`config.mk`:
```
export PLATFORM = sky130hd
export DESIGN_NAME = utf16_to_utf8_transcoder
export DESIGN_NICKNAME = d
export VERILOG_FILES = /design/src/hw/rtl/u2u8_pkg.sv /design/src/hw/rtl/utf16_to_utf8_transcoder.sv /design/src/hw/rtl/u2u8_front.sv /design/src/hw/rtl/u2u8_fifo.sv /design/src/hw/rtl/u2u8_back.sv
export SDC_FILE = /design/constraint.sdc
export NUM_CORES = 1
export LEC_CHECK = 0
export BUFFER_PORTS_ARGS = -buffer_cell sky130_fd_sc_hd__buf_2
export CAP_MARGIN = 20
export CELL_PAD_IN_SITES_DETAIL_PLACEMENT = 1
export CELL_PAD_IN_SITES_GLOBAL_PLACEMENT = 2
export CORE_ASPECT_RATIO = 0.8
export CORE_MARGIN = 2
export CORE_UTILIZATION = 44
export DETAILED_ROUTE_END_ITERATION = 12
export PLACE_DENSITY = 0.87
export SYNTH_ARGS = -nofsm -noshare
export SYNTH_HDL_FRONTEND = slang
export SYNTH_HIERARCHICAL = 1
export SYNTH_SLANG_ARGS = --single-unit
```
`constraint.sdc`:
```
create_clock -name clk -period 3.2 [get_ports clk]
set_input_delay 0.16 -clock clk [delete_from_list [all_inputs] [get_ports clk]]
set_output_delay 0.16 -clock clk [all_outputs]
set_load 0.01 [all_outputs]
```
`src/hw/rtl/u2u8_pkg.sv`:
```
package u2u8_pkg;

  // code unit ranges
  localparam logic [15:0] HIGH_FIRST = 16'hd800;
  localparam logic [15:0] HIGH_LAST  = 16'hdbff;
  localparam logic [15:0] LOW_FIRST  = 16'hdc00;
  localparam logic [15:0] LOW_LAST   = 16'hdfff;
  localparam logic [15:0] ONE_BYTE_LIMIT = 16'h0080;
  localparam logic [15:0] TWO_BYTE_LIMIT = 16'h0800;
  localparam logic [20:0] SUPP_BASE  = 21'h10000;

  // utf-8 lead and continuation marks
  localparam logic [7:0] LEAD4 = 8'b1111_0000;
  localparam logic [7:0] LEAD3 = 8'b1110_0000;
  localparam logic [7:0] LEAD2 = 8'b1100_0000;
  localparam logic [7:0] CONT  = 8'b1000_0000;

  // most bytes one unit can cause (held high flushed plus a new unit)
  localparam int MAX_BYTES = 6;
  localparam int CNT_W     = $clog2(MAX_BYTES + 1);

  // default queue depth between front and back
  localparam int FIFO_DEPTH_DEFAULT = 4;

  typedef struct packed {
    logic [15:0] code_unit;
    logic        end_of_string;
  } in_word_t;

  typedef struct packed {
    logic [7:0] out_byte;
    logic       last_of_run;
    logic       string_done;
  } out_word_t;

  // one queued job: the bytes of one input word, first byte at index 0
  typedef struct packed {
    logic [MAX_BYTES-1:0][7:0] bytes;
    logic [CNT_W-1:0]          cnt;
    logic                      eos;
  } job_t;

  // queue status: full drives in_stall, head_valid is seen by the back
  typedef struct packed {
    logic full;
    logic head_valid;
  } fifo_stat_t;

endpackage

```
`src/hw/rtl/utf16_to_utf8_transcoder.sv`:
```
// channel | direction | word type  | handshake
// in      | input     | in_word_t  | in_valid / in_stall
// out     | output    | out_word_t | out_valid / out_stall
//
// output runs at one byte per cycle while out_stall is low; a word causes 1 to 4
// bytes (3 to 6 when a held high surrogate is flushed); a held high surrogate causes
// none, so the single-byte output register sets the rate. in_stall is high only
// while the queue is full. a word is encoded and queued at the edge it is taken;
// from an empty pipe its first byte then passes the job and output registers.
// out_stall holds the output register; reset clears the held surrogate, queue and valid.
module utf16_to_utf8_transcoder
  import u2u8_pkg::*;
#(
  parameter int FIFO_DEPTH = FIFO_DEPTH_DEFAULT
) (
  input  logic      clk,
  input  logic      rst,
  input  logic      in_valid,
  output logic      in_stall,
  input  in_word_t  in_data,
  output logic      out_valid,
  input  logic      out_stall,
  output out_word_t out_data
);

  logic       push;
  logic       pop;
  job_t       new_job;
  job_t       head_job;
  fifo_stat_t stat;

  assign in_stall = stat.full;

  // front: surrogate tracking and encoding
  u2u8_front u_front (
    .clk      (clk),
    .rst      (rst),
    .in_valid (in_valid),
    .in_stall (in_stall),
    .in_data  (in_data),
    .push     (push),
    .job      (new_job)
  );

  // job queue
  u2u8_fifo #(
    .DEPTH (FIFO_DEPTH)
  ) u_fifo (
    .clk      (clk),
    .rst      (rst),
    .push     (push),
    .push_job (new_job),
    .pop      (pop),
    .head_job (head_job),
    .stat     (stat)
  );

  // back: byte serializer
  u2u8_back u_back (
    .clk       (clk),
    .rst       (rst),
    .stat      (stat),
    .head_job  (head_job),
    .pop       (pop),
    .out_valid (out_valid),
    .out_stall (out_stall),
    .out_data  (out_data)
  );

  // a queued job never overflows the queue and always has bytes
  a_push_room: assert property (@(posedge clk) disable iff (rst)
    push |-> !stat.full && new_job.cnt != '0 && new_job.cnt <= CNT_W'(MAX_BYTES))
    else $error("job pushed into full queue or with bad byte count");

  // string end only falls on the last byte of a word
  a_done_last: assert property (@(posedge clk) disable iff (rst)
    out_valid && out_data.string_done |-> out_data.last_of_run)
    else $error("string_done without last_of_run");

  // a four-byte lead is always followed by continuation bytes of the same word
  a_lead4_not_last: assert property (@(posedge clk) disable iff (rst)
    out_valid && out_data.out_byte[7:3] == 5'b11110 |-> !out_data.last_of_run)
    else $error("four-byte lead marked as last byte");

endmodule

```
`src/hw/rtl/u2u8_front.sv`:
```
module u2u8_front
  import u2u8_pkg::*;
(
  input  logic       clk,
  input  logic       rst,
  input  logic       in_valid,
  input  logic       in_stall,
  input  in_word_t   in_data,
  output logic       push,
  output job_t       job
);

  logic [9:0]       held_high_bits;
  logic             high_pending;

  logic [15:0]      c;
  logic             is_high;
  logic             is_low;
  logic             pair;
  logic             hold_new;
  logic             accept;
  logic [20:0]      cp;
  logic [15:0]      flush_unit;
  logic [2:0][7:0]  unit_bytes;
  logic [2:0][7:0]  flush_bytes;
  logic [CNT_W-1:0] unit_n;

  assign c        = in_data.code_unit;
  assign is_high  = c inside {[HIGH_FIRST:HIGH_LAST]};
  assign is_low   = c inside {[LOW_FIRST:LOW_LAST]};
  assign pair     = high_pending && is_low;
  assign hold_new = !pair && is_high && !in_data.end_of_string;
  assign accept   = in_valid && !in_stall;

  // supplementary code point of a surrogate pair
  assign cp = SUPP_BASE + {1'b0, held_high_bits, c[9:0]};

  // held high surrogate written alone as three bytes
  assign flush_unit  = HIGH_FIRST | {6'b0, held_high_bits};
  assign flush_bytes[0] = LEAD3 | {4'b0, flush_unit[15:12]};
  assign flush_bytes[1] = CONT  | {2'b0, flush_unit[11:6]};
  assign flush_bytes[2] = CONT  | {2'b0, flush_unit[5:0]};

  // single unit as one, two or three bytes
  always_comb begin
    unit_bytes = '0;
    if (c < ONE_BYTE_LIMIT) begin
      unit_bytes[0] = c[7:0];
      unit_n        = CNT_W'(1);
    end else if (c < TWO_BYTE_LIMIT) begin
      unit_bytes[0] = LEAD2 | {3'b0, c[10:6]};
      unit_bytes[1] = CONT  | {2'b0, c[5:0]};
      unit_n        = CNT_W'(2);
    end else begin
      unit_bytes[0] = LEAD3 | {4'b0, c[15:12]};
      unit_bytes[1] = CONT  | {2'b0, c[11:6]};
      unit_bytes[2] = CONT  | {2'b0, c[5:0]};
      unit_n        = CNT_W'(3);
    end
  end

  // build the job for this word
  always_comb begin
    job       = '0;
    job.eos   = in_data.end_of_string;
    if (pair) begin
      job.bytes[0] = LEAD4 | {5'b0, cp[20:18]};
      job.bytes[1] = CONT  | {2'b0, cp[17:12]};
      job.bytes[2] = CONT  | {2'b0, cp[11:6]};
      job.bytes[3] = CONT  | {2'b0, cp[5:0]};
      job.cnt      = CNT_W'(4);
    end else if (high_pending) begin
      job.bytes[0] = flush_bytes[0];
      job.bytes[1] = flush_bytes[1];
      job.bytes[2] = flush_bytes[2];
      job.bytes[3] = unit_bytes[0];
      job.bytes[4] = unit_bytes[1];
      job.bytes[5] = unit_bytes[2];
      job.cnt      = hold_new ? CNT_W'(3) : CNT_W'(3) + unit_n;
    end else begin
      job.bytes[0] = unit_bytes[0];
      job.bytes[1] = unit_bytes[1];
      job.bytes[2] = unit_bytes[2];
      job.cnt      = hold_new ? '0 : unit_n;
    end
  end

  // a held high surrogate alone queues nothing
  assign push = accept && (job.cnt != '0);

  // surrogate holding state
  always_ff @(posedge clk) begin
    if (rst) begin
      high_pending   <= 1'b0;
      held_high_bits <= '0;
    end else if (accept) begin
      high_pending   <= hold_new;
      held_high_bits <= hold_new ? c[9:0] : '0;
    end
  end

endmodule

```
`src/hw/rtl/u2u8_fifo.sv`:
```
module u2u8_fifo
  import u2u8_pkg::*;
#(
  parameter int DEPTH = FIFO_DEPTH_DEFAULT
) (
  input  logic       clk,
  input  logic       rst,
  input  logic       push,
  input  job_t       push_job,
  input  logic       pop,
  output job_t       head_job,
  output fifo_stat_t stat
);

  localparam int AW = (DEPTH > 1) ? $clog2(DEPTH) : 1;
  localparam int CW = $clog2(DEPTH + 1);

  job_t          slots [DEPTH];
  logic [AW-1:0] wr_ptr;
  logic [AW-1:0] rd_ptr;
  logic [CW-1:0] fill;

  assign stat.full       = (fill == CW'(DEPTH));
  assign stat.head_valid = (fill != '0);
  assign head_job        = slots[rd_ptr];

  // pointers and fill count
  always_ff @(posedge clk) begin
    if (rst) begin
      wr_ptr <= '0;
      rd_ptr <= '0;
      fill   <= '0;
    end else begin
      if (push) begin
        wr_ptr <= (wr_ptr == AW'(DEPTH - 1)) ? '0 : wr_ptr + AW'(1);
      end
      if (pop) begin
        rd_ptr <= (rd_ptr == AW'(DEPTH - 1)) ? '0 : rd_ptr + AW'(1);
      end
      if (push && !pop) begin
        fill <= fill + CW'(1);
      end else if (pop && !push) begin
        fill <= fill - CW'(1);
      end
    end
  end

  // slot storage
  always_ff @(posedge clk) begin
    if (push) begin
      slots[wr_ptr] <= push_job;
    end
  end

endmodule

```
`src/hw/rtl/u2u8_back.sv`:
```
module u2u8_back
  import u2u8_pkg::*;
(
  input  logic       clk,
  input  logic       rst,
  input  fifo_stat_t stat,
  input  job_t       head_job,
  output logic       pop,
  output logic       out_valid,
  input  logic       out_stall,
  output out_word_t  out_data
);

  job_t             cur;
  logic             active;
  logic [CNT_W-1:0] idx;

  logic slot_free;
  logic emit;
  logic cur_last;

  assign slot_free = !out_valid || !out_stall;
  assign emit      = active && slot_free;
  assign cur_last  = (idx == cur.cnt - CNT_W'(1));
  assign pop       = stat.head_valid && (!active || (emit && cur_last));

  // job active flag, byte index and output valid
  always_ff @(posedge clk) begin
    if (rst) begin
      active    <= 1'b0;
      idx       <= '0;
      out_valid <= 1'b0;
    end else begin
      if (slot_free) begin
        out_valid <= emit;
      end
      if (pop) begin
        active <= 1'b1;
        idx    <= '0;
      end else if (emit) begin
        if (cur_last) begin
          active <= 1'b0;
        end else begin
          idx <= idx + CNT_W'(1);
        end
      end
    end
  end

  // payload registers
  always_ff @(posedge clk) begin
    if (pop) begin
      cur <= head_job;
    end
    if (emit) begin
      out_data.out_byte    <= cur.bytes[idx];
      out_data.last_of_run <= cur_last;
      out_data.string_done <= cur_last && cur.eos;
    end
  end

endmodule
```
==> metrics, run 1 <==
top cells by area, synth=edfxtp_1 68%, mux4_2 11%, dfxtp_1 4.2%; num rows=53; R2R Path End=u_fifo/fill[2]; hpwl dp=16900 um; Clk pin slew, worst setup/hold paths=0.06 ns; Clock Skews=0.0113 ns; power per standard cell area=slightly above 800 nW/um2; post-route ant nets=0; register area=8610 um2; min Tclk post-route=~2.8 ns; endpoints failing hold=0; port bufs=32; Required @ worst endpoint=3.67 ns; multi-input logic area=2950 um2; Tot Pwr=11.1 mW; CTS tree=built; Setup crit end kind=flop; Layout Nets=718; Worst R2R Path Depth=12; post-synth top area share=68.2%; Sink Count=295; Die Width=~190 um; status=finished, final reports clean; n_diodes=0; H-tree depth=1; initial core utilization=45.0%; clk root buf=clkbuf_16; Fill cells=2493; mux cell area share after synthesis=13.9%; Final setup viols=0; Synth Area in Adders=roughly 1.1%; Hold WC Path Type=input pin to flop; worst skew pair latency=0.54 ns; Synth Warn #=6; Final Max Slew Viols=0; total wire length=roughly 27000 um; Hold Path End=u_front/held_high_bits[2]; WL met1=11500 um; DR iter-0 viols=529; Synth Area in Compound Gates=4.03%; area leader, netlist=edfxtp_1; clk buf depth=3; Top FF cell, synth=edfxtp_1; largest net degree at the start of global routing=57; Residual DRC=0; All-Layer GR Usage=19.4%; Post-Synth XOR/XNOR Area=0.790%; Ports=33; Avg WL per Cell=25.4 um; crit path DAT=3.30 ns; total iterations of the first detailed-routing run=5; layout cell share with drive strength beyond 1=24.4%; top post-synthesis cells by count=270 x edfxtp_1, 58 x mux4_2, 40 x nor2_1, 29 x mux2i_1, 25 x dfxtp_1; Slew @ Worst Pin=0.856 ns; largest family of logic cells by synthesized area=multiplexers; Yosys cell types=58; post-DR vias/cell=5.81; # hold bufs at CTS=3; worst hold start=in_data[3]; R2R Path Start=u_back/cur[1]; Die Y=151 um; first-pass GRT wire length=40800 um; Syn Area/Cell=18.8 um2; WL met3=1840 um; CTS Buf Count=28; grt ovf=0; routability-driven placement congestion ratio=0.871; setup_tns=0 ns; Seq/Total Area, Yosys=72.4%; Setup Buffers After CTS=0; Fmax=353 MHz; Placeable Area=26400 um2; number of enable flip-flop cells after synthesis=270; met2 WL post-DR=13200 um; asr flop ratio synth=0%; Crit Path Category=flop to flop; mapped cell area=11900 um2; top sig layer=met4; most frequent cell after synthesis=edfxtp_1; maximum VDD drop=476 uV; die area=between 20000 and 30000 um2; crit path max fanout=3; post-synthesis cell count=between 600 and 700; MaxCap Viol Count=0; worst setup path startpoint=u_back/cur[1]; leakage power total=4.38 nW; #FFs+latches synth=295; initial antenna violation count=0; RSZ-0062 raised after global routing=no; kind of start point of the critical path=flop; Slew Limit Headroom=42.7%; CTS resizes=0; vias in the first global route=6528; Min-Delay Path Depth=3; vias=6178; P&R area growth vs syn=12.7%; Final period util=88.5%; post-synthesis simple-gate area fraction=~4.8%; Worst R2R Setup Slack=around 0.37 ns
-- layout by cell type (no fill, tap or decap), drive strengths merged, types with 3 or more instances in the layout --
master	Yosys	routed
a21boi	7	7
a22oi	10	10
conb	1	4
dfxtp	25	25
nor4	4	4
nand3	5	5
nand2b	3	3
edfxtp	270	270
a21oi	14	14
o22ai	16	16
buf	26	54
xnor2	4	4
and2	14	14
or3	4	4
inv	20	20
bufinv	0	3
nor3	7	7
nand2	19	19
mux2i	29	29
ha	9	9
mux4	60	60
dlygate4sd3	0	3
clkbuf	10	38
nor2	41	41
o21ai	5	5
clkinv	0	8
xor2	3	3
nand4	5	5
-- critical path, cell delays in order, from the launching register on --
cell and delay [ns]:
edfxtp_1 0.40, inv_1 0.07, ha_1 0.31, xnor2_1 0.37, o41ai_4 0.15, and2_4 0.19, inv_1 0.07, ha_1 0.19
inv_1 0.06, fa_1 0.37, xor2_1 0.16, or3_1 0.30, a21oi_1 0.14
-- logic make-up after synthesis --
logic type,Yosys count
and+or+nand+nor,108
muxes,89
other,1
DFF,295
AOI/OAI and AO/OA,66
xor gates and xnor gates,8
adders and majority gates,10
buffers and inverters,56
-- routing by layer --
layer / vias to the layer above / GRT usage, %
li1: 2633 / -
met1: 3261 / 27.2
met2: 247 / 32.4
met3: 37 / 3.29
met4: 0 / 4.41
met5: - / 0
-- stage by stage --
| step | cells | worst slack (ns) | hold slack (ns) | instance area [um2] | utilization [%] |
|---|---|---|---|---|---|
| CTS | 1063 | 0.339 | 0.0322 | 13400 | 50.8 |
| finish | 1063 | 0.367 | 0.0529 | 13400 | 50.8 |
| global route | 1063 | 0.173 | 0.0690 | 13400 | 50.8 |
| global placement | 1011 | 0.523 | 0.468 | 12400 | 47.1 |
| floorplan | 636 | 0.178 | 0.229 | 11900 | - |
| detailed placement | 1011 | 0.350 | 0.498 | 12400 | 47.1 |
-- registers in the layout (all words and copies together), names as in the netlist, named ones only --
name	flops
u_back/active	1
u_fifo/rd_ptr	2
u_fifo/slots	208
u_back/out_valid	1
u_back/cur	52
u_fifo/wr_ptr	2
u_back/out_data	10
u_fifo/fill	3
u_front/held_high_bits	10
u_front/high_pending	1
u_back/idx	3
-- cell type report --
| class | instances | share of cell area, % |
|---|---|---|
| flip-flops and latches | 295 | 64.3 |
| multi-input cells | 285 | 22.0 |
| clock buffers | 38 | 5.97 |
| well taps | 357 | 3.33 |
| repair buffers | 57 | 2.93 |
| clock inverters | 11 | 0.915 |
| inverters | 20 | 0.560 |
-- power by group --
group          total, mW  switching, mW  internal, mW  leakage, nW
Combinational       2.26           1.22          1.04         1.25
Sequential          5.51          0.364          5.14         2.67
Clock               3.31           1.34          1.97        0.452
Total               11.1           2.93          8.15         4.38
-- how the worst max path moves through the flow --
| stage | endpoint | slack (ns) | cells past startpoint |
|---|---|---|---|
| 6_report | u_fifo/fill[2] | 0.37 | 12 |
| 4_1_cts | flop | 0.34 | 9 |
| 3_5_place_dp | flop | 0.35 | 9 |
| 2_1_floorplan | u_fifo/fill[2] | 0.18 | 12 |
| 3_3_place_gp | u_fifo/fill[2] | 0.52 | 12 |
| 5_1_grt | flop | 0.17 | 9 |
Note: power is estimated with default switching activity, not from simulation.
==> run 2: changes to the inputs <==
clock period = 2.35 ns   (was 3.2 ns; I/O delays follow)
==> metrics, run 2 (synthesis results as in run 1) <==
R2R Path End=u_fifo/fill[1]; dpl cell area=12600 um2 (+1.6%); fin area=13700 um2 (+2.5%); Slew @ Worst Pin=0.750 ns (-0.105 ns); crit path max fanout=2 (-1); Layout Nets=744 (+3.6%); Crit Path Category=flop to flop; kind of start point of the critical path=flop; CTS Buf Count=28 (unchanged); most common cell after layout, fill and taps aside=edfxtp_1; maximum VDD drop=603 uV (+27%); endpoints failing hold=0 (unchanged); final core utilization=52.0% (+1.3 points); Required @ worst endpoint=2.74 ns (-0.93 ns); R2R Path Start=u_back/cur[1]; Worst R2R Setup Slack=-0.14 ns (-0.51 ns); Die Y=151 um (unchanged); P&R area growth vs syn=15.6%; top sig layer=met4; first-pass GRT wire length=43000 um (+5.4%); num rows=53 (unchanged); Setup crit end kind=flop; largest net degree at the start of global routing=39 (-32%); max FFs per register=208 (unchanged); Post-Place Worst Slack=-0.283 ns (-0.633 ns); Sink Count=295 (unchanged); Min-Delay Path Depth=3 (unchanged); commonest cells after routing, fill and taps aside=270 x edfxtp_1, 58 x mux4_2, 40 x nor2_1; grt ovf=0 (unchanged); status=finished, violations left; Residual DRC=0 (unchanged); power per standard cell area=1140 nW/um2 (+38%); Final period util=106% (+17 points); leakage power total=4.52 nW (+3.2%); Slew Limit Headroom=49.8% (+7.1 points); routability-driven placement congestion ratio=0.828 (-4.9%); Placeable Area=26400 um2 (unchanged); largest registers=u_fifo/slots: 208 flops, u_back/cur: 52 flops; initial core utilization=45.0% (unchanged); vias in the first global route=6852 (+5.0%); total iterations of the first detailed-routing run=5 (unchanged); Avg WL per Cell=25.5 um (+0.25%); layout cell share with drive strength beyond 1=27.8% (+3.4 points); Fmax=402 MHz (+14%); die area=28300 um2 (unchanged); Post-Place Cells=1025 (+1.4%); post-DR vias/cell=5.72 (-1.5%); n_diodes=0 (unchanged); Clock Skews=0.0173 ns (+0.00597 ns); crit path DAT=2.88 ns (-0.42 ns); setup_tns=-1.82 ns (-1.82 ns); WL met3=1760 um (-4.3%); Worst R2R Path Depth=11 (-1); Final Max Slew Viols=0 (unchanged); Largest Register=u_fifo/slots; All-Layer GR Usage=20.3% (+0.90 points); hpwl dp=18000 um (+6.5%); clk root buf=clkbuf_16; met2 WL post-DR=13600 um (+2.7%); non-filler cells, final=1091 (+2.6%); WL met1=11900 um (+3.8%); Ports=33 (unchanged); worst skew pair latency=0.54 ns (about the same); initial antenna violation count=0 (unchanged); PnR worst setup slack=-0.139 ns (-0.507 ns); Clk pin slew, worst setup/hold paths=0.06 ns (about the same); min Tclk post-route=2.49 ns (-0.343 ns); clk buf depth=3 (unchanged); post-route ant nets=0 (unchanged); H-tree depth=1 (unchanged); vias=6244 (+1.1%); port bufs=32 (unchanged); Final setup viols=21 (+21); worst hold start=in_data[3]; MaxCap Viol Count=0 (unchanged); CTS tree=built; RSZ-0062 raised after global routing=yes; DR iter-0 viols=573 (+8.3%); violated checks=negative setup slack; Die Width=188 um (unchanged); Hold WC Path Type=input pin to flop; Hold Path End=u_front/held_high_bits[2]; total wire length=27800 um (+2.9%)
## run 2: cell count changes in the layout (fill, tap and decap cells not counted), moves of 4 or more
cell,change
buf_4,+14
inv_1,-4
clkinv_2,+4
buf_12,+5
dlygate4sd3_1,+5
clkbuf_8,-4
## run 2: critical path, stage by stage, from the launching register on
cell	delay, ns
edfxtp_1	0.43
inv_2	0.10
ha_4	0.22
xnor2_4	0.14
o41ai_4	0.34
and2_4	0.22
inv_4	0.04
ha_4	0.15
inv_2	0.05
fa_2	0.43
mux2i_1	0.18
nor2_1	0.06
## run 2: metal layers
metal,GRT usage [%],vias up
li1,-,2674
met1,28.1,3311
met2,34.1,218
met3,3.80,41
met4,4.37,0
met5,0,-
## run 2: final cells by class
cell class | instances | area, um2
fillers | 2477 | 12700
flip-flops and latches | 295 | 8610
multi-input cells | 285 | 3010
clock buffers | 37 | 756
repair buffers | 83 | 708
well taps | 357 | 447
clock inverters | 14 | 121
inverters | 20 | 77.6
## run 2: what timing repair did
| item | in CTS | in global routing |
|---|---|---|
| hold buffers | 8 | 0 |
| gates resized for setup | 11 | 0 |
| pin swaps | 5 | 1 |
| cloned | 1 | 0 |
| hold endpoints to repair | 11 | 0 |
| buffers inserted | 6 | 2 |
| setup endpoints to repair | 42 | 21 |
## run 2: stage by stage
| stage | total power, mW | hold slack [ns] |
|---|---|---|
| finish | 15.6 | 0.0187 |
| global route | 16.3 | 0.0457 |
| CTS | 15.7 | 0.00608 |
| global placement | 10.8 | 0.444 |
| floorplan | 9.82 | 0.187 |
| detailed placement | 11.1 | 0.448 |
## run 2: how the worst max path moves through the flow
stage                                 to          start  cells past startpoint  slack, ns
after floorplan           u_fifo/fill[2]  u_back/cur[1]                     12      -0.46
after global placement    u_fifo/fill[2]  u_back/cur[1]                     12      -0.11
after detailed placement  u_fifo/fill[2]  u_back/cur[1]                     12      -0.28
after CTS                 u_fifo/fill[1]  u_back/cur[1]                     11      -0.13
after global routing      u_fifo/fill[1]  u_back/cur[1]                     11      -0.20
final                     u_fifo/fill[1]  u_back/cur[1]                     11      -0.14
## run 2: power by group
part	internal (mW)	switching [mW]	total, mW
Sequential	6.98	0.428	7.41
Clock	2.48	1.87	4.35
Combinational	1.91	1.96	3.87
Total	11.4	4.25	15.6
==> run 3: changes to the inputs <==
CORE_UTILIZATION = 48   (was 44)
PLACE_DENSITY = 0.9   (was 0.87)
clock period = 2.46 ns   (was 2.35 ns; I/O delays follow)
==> metrics, run 3 (synthesis results as in run 1) <==
Fill cells=2138 (-14%); die area=26000 um2 (-8.1%); worst skew pair latency=0.55 ns (about the same); RSZ-0062 raised after global routing=yes; maximum VDD drop=512 uV (-15%); Tot Pwr=15.3 mW (-2.2%); Final Max Slew Viols=0 (unchanged); Clock Skews=0.0178 ns (+0.000519 ns); Ports=33 (unchanged); grt ovf=0 (unchanged); setup_tns=-0.269 ns (+1.55 ns); Avg WL per Cell=27.1 um (+6.3%); clock network fraction of total power=29.2% (+1.4 points); Fmax=390 MHz (-3.0%); largest net degree at the start of global routing=53 (+36%); commonest cells after routing, fill and taps aside=270 x edfxtp_1, 58 x mux4_2, 40 x nor2_1; clk root buf=clkbuf_16; Post-Place Cells=985 (-3.9%); first-pass GRT wire length=42500 um (-1.2%); Flop pwr share=46.4% (-1.0 points); Final period util=104% (-1.6 points); non-filler cells, final=1057 (-3.1%); most common cell after layout, fill and taps aside=edfxtp_1; multi-input logic area=3010 um2 (-0.21%); hpwl dp=17900 um (-0.77%); H-tree depth=1 (unchanged); post-route ant nets=0 (unchanged); port bufs=32 (unchanged); total iterations of the first detailed-routing run=5 (unchanged); clk buf depth=3 (unchanged); CTS Buf Count=28 (unchanged); Final setup viols=4 (-81%); Slew @ Worst Pin=0.828 ns (+0.0780 ns); n_diodes=0 (unchanged); Setup crit end kind=flop; register area=8610 um2 (unchanged); crit path max fanout=2 (unchanged); endpoints failing hold=0 (unchanged); routability-driven placement congestion ratio=0.877 (+5.9%); All-Layer GR Usage=22.1% (+1.8 points); layout cell share with drive strength beyond 1=28.0% (+0.22 points); Hold WC Path Type=input pin to flop; post-DR vias/cell=6.00 (+4.8%); Residual DRC=0 (unchanged); Internal Power=11.1 mW (-2.4%); Layout Nets=749 (+0.67%); Largest Register=u_fifo/slots; power per standard cell area=1110 nW/um2 (-2.5%); Slew Limit Headroom=44.6% (-5.2 points); vias=6339 (+1.5%); Post-Place Worst Slack=-0.216 ns (+0.0666 ns); max FFs per register=208 (unchanged); num rows=51 (-3.8%); Clk pin slew, worst setup/hold paths=0.06 ns (about the same); initial core utilization=48.9% (+3.9 points); DR iter-0 viols=642 (+12%); Sink Count=295 (unchanged); Crit Path Category=flop to flop; total wire length=28600 um (+3.0%); crit path DAT=3.02 ns (+0.14 ns); initial antenna violation count=1 (+1); CTS tree=built; Comb pwr share=24.4% (-0.4 points); Die Width=180 um (-4.2%); Required @ worst endpoint=2.92 ns (+0.18 ns); P&R area growth vs syn=15.9%; largest registers=u_fifo/slots: 208 flops, u_back/cur: 52 flops; PnR worst setup slack=-0.107 ns (+0.0323 ns); kind of start point of the critical path=flop; vias in the first global route=6811 (-0.60%); MaxCap Viol Count=0 (unchanged); min Tclk post-route=2.57 ns (+0.0777 ns); switching share of total power=27.4% (+0.13 points); Psw=4.18 mW (-1.8%); leakage power total=4.56 nW (+1.1%); Placeable Area=24300 um2 (-7.9%); violated checks=negative setup slack; status=finished, violations left; Die Y=145 um (-4.1%)
==> run 3: cell types whose count changed in the layout (fill, tap and decap cells not counted), moves of 2 or more <==
cell and delta:
buf_4 +5, clkbuf_1 -4, clkinv_1 +4, bufinv_16 +3, buf_12 +2, inv_2 -2
==> run 3: final timing paths <==
check,start,end,slack (ns),cells past startpoint
worst min-delay path,in_data[1],u_front/held_high_bits[0],0.02,3
worst max register to register,u_back/cur[1],u_fifo/fill[2],-0.11,12
worst max-delay path,u_back/cur[1],u_fifo/fill[2],-0.11,12
worst min register to register,u_back/cur[0],u_back/out_data[0],0.54,1
==> run 3: layout make-up <==
type                    instances  share of cell area (%)
clock inverters                18                    1.49
repair buffers                 88                    5.27
clock buffers                  33                    5.38
multi-input cells             285                    21.8
well taps                     318                    2.89
flip-flops and latches        295                    62.6
inverters                      20                   0.582
==> run 3: power groups by stage <==
stage	Sequential, mW	Combinational [mW]	Clock [mW]
detailed placement	7.18	3.35	0
floorplan	6.98	2.41	0
global route	7.18	3.98	4.69
global placement	7.07	3.16	0
finish	7.10	3.73	4.46
CTS	7.10	3.57	4.53
==> run 3: metal layers <==
metal	routed length [um]	global-route usage (%)
met5	11	0
met3	1660	3.85
met1	11800	28.9
met2	14400	38.2
met4	852	7.19
==> run 3: worst max-delay path, stage by stage (launching register included) <==
cell	delay, ns
edfxtp_1	0.43
inv_2	0.10
ha_4	0.13
xor3_2	0.31
o41ai_4	0.28
and2_4	0.23
inv_4	0.04
ha_4	0.16
inv_4	0.05
fa_2	0.20
xor2_1	0.07
or3_1	0.33
a21oi_2	0.14
==> run 3: timing repair <==
action	4_1_cts	5_1_grt
gates resized for setup	7	3
setup endpoints to repair	40	41
pin swaps	6	4
endpoints found under the hold margin	11	0
buffers inserted	10	5
hold buffers	8	0
==> run 3: through the flow <==
stage               hold slack [ns]  utilization [%]  instance area (um2)
detailed placement            0.427             51.8                12600
finish                       0.0248             56.6                13800
global route                 0.0381             56.6                13800
global placement              0.424             51.8                12600
floorplan                     0.192                -                11900
CTS                          0.0248             56.4                13700
